**src/sv/lrg_pkg.sv**
```systemverilog
// Shared constants, types and helpers for the line rasterizer grid.
// Used by lrg_walk and line_rasterizer_grid; no dependencies.
`default_nettype none

package lrg_pkg;

  localparam int MAX_WIDTH   = 1024;
  localparam int MAX_HEIGHT  = 1024;

  localparam int COORD_BITS  = 12;
  localparam int BOUND_BITS  = 11;
  localparam int COUNT_BITS  = 13;
  localparam int ERR_BITS    = COORD_BITS + 3;
  localparam int CMP_BITS    = COORD_BITS + 1;
  localparam int CFG_IDX_BITS = 1;

  localparam int CELL_COUNT  = MAX_WIDTH * MAX_HEIGHT;
  localparam int WORD_BITS   = 64;
  localparam int WORD_COUNT  = (CELL_COUNT + WORD_BITS - 1) / WORD_BITS;
  localparam int WORD_AW     = (WORD_COUNT > 1) ? $clog2(WORD_COUNT) : 1;
  localparam int BIT_AW      = $clog2(WORD_BITS);
  localparam int CELL_AW     = WORD_AW + BIT_AW;
  localparam int PROD_BITS   = CELL_AW + COORD_BITS;

  localparam logic [BOUND_BITS-1:0] RESET_WIDTH  = BOUND_BITS'(1000);
  localparam logic [BOUND_BITS-1:0] RESET_HEIGHT = BOUND_BITS'(1000);

  typedef enum logic [1:0] {
    ACT_CLEAR = 2'd0,
    ACT_DRAW  = 2'd1,
    ACT_READ  = 2'd2,
    ACT_NONE  = 2'd3
  } action_t;

  typedef enum logic [CFG_IDX_BITS-1:0] {
    REG_GRID_WIDTH  = 1'b0,
    REG_GRID_HEIGHT = 1'b1
  } cfg_reg_t;

  typedef enum logic [2:0] {
    ST_SWEEP,
    ST_IDLE,
    ST_DRAW,
    ST_DRAIN,
    ST_RD,
    ST_RDDATA,
    ST_DONE
  } state_t;

  typedef enum logic [1:0] {
    W_IDLE,
    W_PREP,
    W_RUN
  } walk_state_t;

  // One point of the walk, handed from the stepper to the grid update.
  typedef struct packed {
    logic                  valid;
    logic                  last;
    logic [COORD_BITS-1:0] x;
    logic [COORD_BITS-1:0] y;
  } point_t;

  function automatic logic [CELL_AW-1:0] cell_addr(input logic [COORD_BITS-1:0] x,
                                                   input logic [COORD_BITS-1:0] y);
    logic [PROD_BITS-1:0] a;
    a = PROD_BITS'(y) * PROD_BITS'(MAX_WIDTH) + PROD_BITS'(x);
    return a[CELL_AW-1:0];
  endfunction

  function automatic logic in_bounds(input logic [COORD_BITS-1:0] x,
                                     input logic [COORD_BITS-1:0] y,
                                     input logic [BOUND_BITS-1:0] w,
                                     input logic [BOUND_BITS-1:0] h);
    logic [CMP_BITS-1:0] xe, ye;
    xe = CMP_BITS'(x);
    ye = CMP_BITS'(y);
    return (xe < CMP_BITS'(w)) && (xe < CMP_BITS'(MAX_WIDTH)) &&
           (ye < CMP_BITS'(h)) && (ye < CMP_BITS'(MAX_HEIGHT));
  endfunction

endpackage

`default_nettype wire

```
**src/sv/lrg_walk.sv**
```systemverilog
// Bresenham stepper: takes two endpoints, emits one grid point per cycle.
// Depends on lrg_pkg.
`default_nettype none

module lrg_walk (
  input  wire logic                           clk,
  input  wire logic                           rst_n,
  input  wire logic                           start,
  input  wire logic [lrg_pkg::COORD_BITS-1:0] sx,
  input  wire logic [lrg_pkg::COORD_BITS-1:0] sy,
  input  wire logic [lrg_pkg::COORD_BITS-1:0] ex,
  input  wire logic [lrg_pkg::COORD_BITS-1:0] ey,
  output lrg_pkg::point_t                     pt
);
  import lrg_pkg::*;

  walk_state_t state_r, state_nxt;

  logic [COORD_BITS-1:0] sx_r, sy_r, ex_r, ey_r;
  logic [COORD_BITS-1:0] ax_r, ay_r;
  logic                  dx_neg_r, dy_neg_r, dx_zero_r, dy_zero_r;
  logic                  xmaj_r, step_neg_r;
  logic [COORD_BITS-1:0] x_r, y_r, rem_r;
  logic signed [ERR_BITS-1:0] err_r;

  logic signed [COORD_BITS:0] dx, dy;
  logic [COORD_BITS-1:0] ax, ay;
  logic signed [ERR_BITS-1:0] two_ax, two_ay;
  logic                  xmaj;
  logic [COORD_BITS-1:0] minor_step;
  logic                  last;

  assign dx = signed'({1'b0, ex}) - signed'({1'b0, sx});
  assign dy = signed'({1'b0, ey}) - signed'({1'b0, sy});
  assign ax = dx[COORD_BITS] ? COORD_BITS'(-dx) : dx[COORD_BITS-1:0];
  assign ay = dy[COORD_BITS] ? COORD_BITS'(-dy) : dy[COORD_BITS-1:0];

  assign two_ax     = signed'({2'b00, ax_r, 1'b0});
  assign two_ay     = signed'({2'b00, ay_r, 1'b0});
  assign xmaj       = (ay_r <= ax_r);
  assign minor_step = step_neg_r ? {COORD_BITS{1'b1}} : COORD_BITS'(1);
  assign last       = (rem_r == '0);

  always_comb begin
    state_nxt = state_r;
    case (state_r)
      W_IDLE:  if (start) state_nxt = W_PREP;
      W_PREP:  state_nxt = W_RUN;
      W_RUN:   if (last) state_nxt = W_IDLE;
      default: state_nxt = W_IDLE;
    endcase
  end

  always_comb begin
    pt.valid = 1'b0;
    pt.last  = 1'b0;
    pt.x     = x_r;
    pt.y     = y_r;
    case (state_r)
      W_RUN: begin
        pt.valid = 1'b1;
        pt.last  = last;
      end
      default: ;
    endcase
  end

  always_ff @(posedge clk) begin
    if (!rst_n) begin
      state_r <= W_IDLE;
    end else begin
      state_r <= state_nxt;
    end
  end

  always_ff @(posedge clk) begin
    case (state_r)
      W_IDLE: begin
        if (start) begin
          sx_r      <= sx;
          sy_r      <= sy;
          ex_r      <= ex;
          ey_r      <= ey;
          ax_r      <= ax;
          ay_r      <= ay;
          dx_neg_r  <= dx[COORD_BITS];
          dy_neg_r  <= dy[COORD_BITS];
          dx_zero_r <= (dx == '0);
          dy_zero_r <= (dy == '0);
        end
      end
      W_PREP: begin
        xmaj_r     <= xmaj;
        // Minor axis moves up only when both deltas are nonzero with the same sign.
        step_neg_r <= !((dx_neg_r && dy_neg_r) ||
                        (!dx_neg_r && !dx_zero_r && !dy_neg_r && !dy_zero_r));
        if (xmaj) begin
          err_r <= two_ay - signed'(ERR_BITS'(ax_r));
          rem_r <= ax_r;
          x_r   <= dx_neg_r ? ex_r : sx_r;
          y_r   <= dx_neg_r ? ey_r : sy_r;
        end else begin
          err_r <= two_ax - signed'(ERR_BITS'(ay_r));
          rem_r <= ay_r;
          x_r   <= dy_neg_r ? ex_r : sx_r;
          y_r   <= dy_neg_r ? ey_r : sy_r;
        end
      end
      W_RUN: begin
        if (!last) begin
          rem_r <= rem_r - COORD_BITS'(1);
          if (xmaj_r) begin
            x_r <= x_r + COORD_BITS'(1);
            if (err_r < 0) begin
              err_r <= err_r + two_ay;
            end else begin
              y_r   <= y_r + minor_step;
              err_r <= err_r + two_ay - two_ax;
            end
          end else begin
            y_r <= y_r + COORD_BITS'(1);
            if (err_r <= 0) begin
              err_r <= err_r + two_ax;
            end else begin
              x_r   <= x_r + minor_step;
              err_r <= err_r + two_ax - two_ay;
            end
          end
        end
      end
      default: ;
    endcase
  end

endmodule

`default_nettype wire
```
**config.mk**
```make
export PLATFORM = sky130hd
export DESIGN_NAME = lrg_walk
export DESIGN_NICKNAME = d
export VERILOG_FILES = /design/src/sv/lrg_pkg.sv /design/src/sv/lrg_walk.sv
export SDC_FILE = /design/constraint.sdc
export NUM_CORES = 1
export LEC_CHECK = 0
export ABC_CLOCK_PERIOD_IN_PS = 4300
export CORE_ASPECT_RATIO = 0.6
export CORE_MARGIN = 2
export CORE_UTILIZATION = 66
export DETAILED_ROUTE_END_ITERATION = 7
export DONT_BUFFER_PORTS = 1
export PLACE_DENSITY = 0.82
export SKIP_CTS_REPAIR_TIMING = 1
export SLEW_MARGIN = 25
export SYNTH_ARGS = -nofsm -noshare
export SYNTH_HDL_FRONTEND = slang
export SYNTH_SLANG_ARGS = --single-unit
export TNS_END_PERCENT = 30
```
**constraint.sdc**
```tcl
create_clock -name clk -period 4.3 [get_ports clk]
set_clock_uncertainty 0.05 [all_clocks]
set_input_delay 0.43 -clock clk [delete_from_list [all_inputs] [get_ports clk]]
set_output_delay 0.43 -clock clk [all_outputs]
set_load 0.01 [all_outputs]
```
# Word level (Yosys, flattened, before mapping)
# Cells that the tools add are included.
dict set report word_totals {
  reg_bits 131
  out_inout_bits 26
}
dict set report op_classes {
  add_sub_neg 15
  order_cmp 3
  n_eq_ne 7
  n_mux 30
  n_reduce_logical 20
}
# cell n
set ops {}
lappend ops {{$mux 12} 17}
lappend ops {{$mux 15} 5}
lappend ops {{$pmux 12 s2} 3}
lappend ops {{$add 15x14->15} 2}
lappend ops {{$pmux 15 s2} 1}
lappend ops {{$sub 15x14->15} 2}
lappend ops {{$sub 13x12->14} 2}
lappend ops {{$logic_not 13->1} 2}
lappend ops {{$sub 12x12->13} 2}
lappend ops {{$add 12x1->12 const B} 2}
lappend ops {{$add 12x12->12} 2}
lappend ops {{$neg 12->12} 2}
lappend ops {{$le 15x1->1 const B} 1}
lappend ops {{$lt 15x1->1 const B} 1}
lappend ops {{$le 12x12->1} 1}
lappend ops {{$logic_not 12->1} 1}
lappend ops {{$sub 12x1->12 const B} 1}
lappend ops {{$mux 2} 3}
lappend ops {{$ne 2x2->1 const B} 3}
lappend ops {{$ne 3x3->1 const B} 2}
lappend ops {{$pmux 2 s3} 1}
lappend ops {{$reduce_and 2->1} 3}
lappend ops {{$reduce_and 3->1} 2}
lappend ops {{$logic_not 1->1} 5}
lappend ops {{other kinds (6)} 9}

# Logic depth before layout (Yosys ltp)
dict set report depth {
  word_depth 6
  depth_mapped 17
  depth_no_buf 17
}

# Least setup slack after synthesis
# Ideal clock, no wire load.
dict set report synth_timing {
  kind {register to register}
  startpoint {register ay_r[0]}
  endpoint {register err_r[14] (data pin)}
  setup_ps 167
  t_arrival_ps 3490
  path_slack_ps 593
  stages_incl_launch_ff 17
  synth_period_minus_slack_ps 3707
  cell_sequence {edfxtp_1 -> ha_1 -> inv_1 -> fa_1 -> nor2b_1 -> o21a_1 -> a31o_2 -> o41ai_2 -> xnor2_1 -> ha_1 -> and3_1 -> a21oi_1 -> o21ai_0 -> o41a_1 -> o311ai_0 -> a21oi_1 -> a211oi_1}
}
dict set report synth_between {
  elab_chain_len 6
  word_cells_on_any_way 12
}
# item line
set synth_rtl {}
lappend synth_rtl {{from (decl)} lrg_walk.sv:20} ;# logic [COORD_BITS-1:0] ax_r, ay_r;
lappend synth_rtl {{from (signal assigned)} lrg_walk.sv:85} ;# ay_r <= ay;
lappend synth_rtl {{$add 15x14->15} {lrg_walk.sv:115, lrg_walk.sv:118}}
lappend synth_rtl {{$sub 15x14->15} lrg_walk.sv:118} ;# err_r <= err_r + two_ay - two_ax;
lappend synth_rtl {{$mux 15} lrg_walk.sv:114} ;# if (err_r < 0) begin
lappend synth_rtl {{$mux 15} lrg_walk.sv:112} ;# if (xmaj_r) begin
lappend synth_rtl {{$mux 15} lrg_walk.sv:110} ;# if (!last) begin
lappend synth_rtl {{$pmux 15 s2 (*)} lrg_walk.sv:77} ;# case (state_r)
lappend synth_rtl {{to (signal assigned)} lrg_walk.sv:115} ;# err_r <= err_r + two_ay;
lappend synth_rtl {{to (signal assigned)} lrg_walk.sv:118}
lappend synth_rtl {{to (signal assigned)} lrg_walk.sv:123} ;# err_r <= err_r + two_ax;
lappend synth_rtl {{to (decl)} lrg_walk.sv:24} ;# logic signed [ERR_BITS-1:0] err_r;
# Every way passes the cells marked *; elsewhere a longest branch is shown, timed or not. The select of a mux whose other input is x is not followed.
# A chain may end at the register's enable or synchronous reset.

# Final worst setup path
dict set report layout_timing {
  startpoint {register ay_r[4]}
  endpoint {register err_r[14] (data pin)}
}
# Same word-level chain as after synthesis.

==> results.py <==
metrics = {
    "logic_synthesis": {
        "synthTopCellsByArea": "edfxtp_1 (34%), ha_1 (15%), xnor2_1 (6.8%), o21ai_0 (4.0%), a21oi_1 (3.9%)",
        "seq_area_frac_synth": 0.346,
        "synth_flop_cell": "edfxtp_1",
        "synth_cells": 1202,
        "synth_top_area_frac": 0.343,
        "synth_warnings": 0,
        "yosys.area.top_type": "edfxtp_1",
        "async_flop_share": 0,
        "syn_nets": 1397,
        "synth_edf_count": 129,
        "synth_area_um2": 11300,
        "yosysUniqueCellTypes": 65,
        "avgSynthCellArea_um2": 9.41,
        "synth_seq_cells": 131,
    },
    "global_route": {
        "grt_usage": 0.339,
        "grt_max_degree": 77,
        "gr-max-usage-layer": "met1",
        "gr-total-overflow": 0,
        "met1_usage": 0.505,
        "antenna_found_initial": 0,
        "grt_pass1_wl_mm": 47.5,
        "grtUsageMet2": 0.464,
        "grt_pass1_vias": 8786,
        "met3_usage": 0.132,
    },
    "placement": {
        "dp_cells": 1432,
        "hpwl_mm": 23.6,
        "placed_cell_area_um2": 11700,
        "port_buffers": 0,
        "place_congestion": 1.02,
    },
    "floorplanning": {
        "die_area_um2": 18200,
        "start_util": 0.667,
        "die_height_um": 105,
        "io_pins": 77,
        "core.rowCount": 37,
        "die_w_um": 173,
        "core_area_um2": 16900,
    },
    "routing": {
        "drt-wirelength-per-cell_um": 21.2,
        "drtIter0Drc": 1231,
        "wirelength_mm": 31.0,
        "vias": 9460,
        "via_per_inst": 6.46,
        "drcViolationCount": 0,
        "detail-route-antenna-nets": 0,
        "drt_pass1_iterations": 6,
    },
    "timing": {
        "slew_viol_final": 0,
        "setup_viol": 0,
        "hold_violations": 0,
        "tightest_slew_ps": 1030,
        "period_share": 0.944,
        "slew_headroom": 0.312,
        "period_needed_ps": 4060,
        "max_freq_ghz": 0.246,
    },
    "clocking": {
        "cts_tree": "built",
        "insertion_delay_ps": 430,
        "clkTransAtPathRegs_ps": 70,
        "cts_root_buf": "clkbuf_16",
        "cts_made_buffers": 17,
        "clockBufferDepth": 2,
        "clkSinkCount": 131,
        "cts.htree.levels": 4,
    },
    "final_layout": {
        "fin_cells": 1465,
        "nFillCells": 1258,
        "final_nets": 1413,
        "diodes": 0,
        "drive_above_1_share": 0.0642,
        "design_area_um2": 12300,
        "syn_to_final_growth_pct": 8.68,
    },
    "worst_setup_path": {
        "end_kind": "flip-flop",
        "critPathMaxFanout": 5,
        "arrival_ps": 4180,
        "cp_data_required_time_ps": 4420,
        "critPathLaunchType": "flip-flop",
        "worstSetupPathType": "flip-flop to flip-flop",
    },
    "flow_run": {
        "maxCapViolCount": 0,
    },
    "hold_path": {
        "hold_path.class": "primary input to flip-flop",
    },
    "run_status": {
        "status": "finished clean",
    },
}
-- through the flow --
stage               worst slack (ps)  hold WS [ps]  utilization  setup TNS (ps)
finish                           240          33.0        0.725               0
floorplan                        593           463            -               0
global placement                 267           479        0.690               0
CTS                              182          34.4        0.724               0
detailed placement               199           479        0.690               0
global route                   -55.7          31.4        0.725           -66.8
-- worst max-delay path: stages, from the launching register on --
cell,delay [ps]
edfxtp_1,490
ha_1,420
and2_1,190
o21a_1,170
a31o_2,240
o41ai_4,340
xnor2_1,200
ha_1,320
and3_1,180
a21oi_1,140
o21ai_1,130
o41a_1,370
nor2b_1,120
o31ai_1,70
a21oi_1,270
a211oi_1,90
-- cells in the mapped netlist, drive strengths merged (9+ instances only) --
cell type and number:
nor2b 28, nand2b 13, nand2 97, nand3 18, and3 9, o211ai 10
nor3 19, xor2 43, mux2i 27, o21ai 92, fa 10, a21oi 91
o21a 14, a21o 29, nor4 9, nor2 76, clkbuf 23, edfxtp 129
inv 93, xnor2 88, a211oi 21, ha 134, a31oi 16
-- flip-flops by register name (all words and copies together), names as in the netlist, 2 cells and up --
name and flops:
err_r 15, ax_r 12, ay_r 12, ex_r 12, ey_r 12, rem_r 12
sx_r 12, sy_r 12, x_r 12, y_r 12, state_r 2
-- cell usage in the layout, fill, tap and decap left out, types with 5 or more instances in the layout --
cell type / count
a211oi_1: 21
a21o_1: 29
a21oi_1: 88
a31oi_1: 16
and2_1: 6
and3_1: 9
buf_4: 23
clkbuf_16: 17
edfxtp_1: 129
fa_1: 10
ha_1: 133
inv_1: 93
inv_8: 5
mux2i_1: 26
nand2_1: 97
nand2b_1: 13
nand3_1: 18
nand3b_1: 6
nand4_1: 8
nor2_1: 75
nor2b_1: 27
nor3_1: 19
nor4_1: 7
o2111ai_1: 8
o211ai_1: 10
o21a_1: 14
o21ai_0: 90
o21bai_1: 8
o31ai_1: 8
or3_1: 6
xnor2_1: 87
xor2_1: 43
-- logic make-up (layout without fill, tap and decap cells) --
logic type	Yosys count	in the layout	synth area share
AO/OA/AOI/OAI	333	333	0.186
XOR/XNOR	131	131	0.101
multiplexers	29	29	0.0259
adder cells (fa/ha/maj)	144	144	0.166
buffers and inverters	122	151	0.0407
AND/OR/NAND/NOR	312	312	0.134
flip-flops	131	131	0.346
-- path summary, 6_finish.rpt --
kind	startpoint	endpoint	slack, ps	depth (start not counted)
worst min-delay path	sy[6]	sy_r[6]	30	0
worst max-delay path	ay_r[4]	err_r[14]	240	15
worst min register to register	state_r[1]	state_r[1]	520	2
worst max register to register	ay_r[4]	err_r[14]	240	15
-- cell type report --
type / count / area (um2) / area share
Clock inverter: 15 / 138 / 0.0112
Timing Repair Buffer: 23 / 173 / 0.0141
Sequential cell: 131 / 3910 / 0.319
Multi-Input combinational cell: 949 / 6990 / 0.568
Inverter: 96 / 360 / 0.0293
Clock buffer: 17 / 425 / 0.0346
Tap cell: 234 / 293 / 0.0238
-- metal layers --
metal,vias to the layer above,part of all wire
met1,4457,0.45
met5,-,0
li1,4448,-
met3,45,0.14
met2,510,0.40
met4,0,0.014
Power is left out: the tool's default activity adds up to more than one toggle a clock period on the data nets, which glitch-free logic cannot reach.
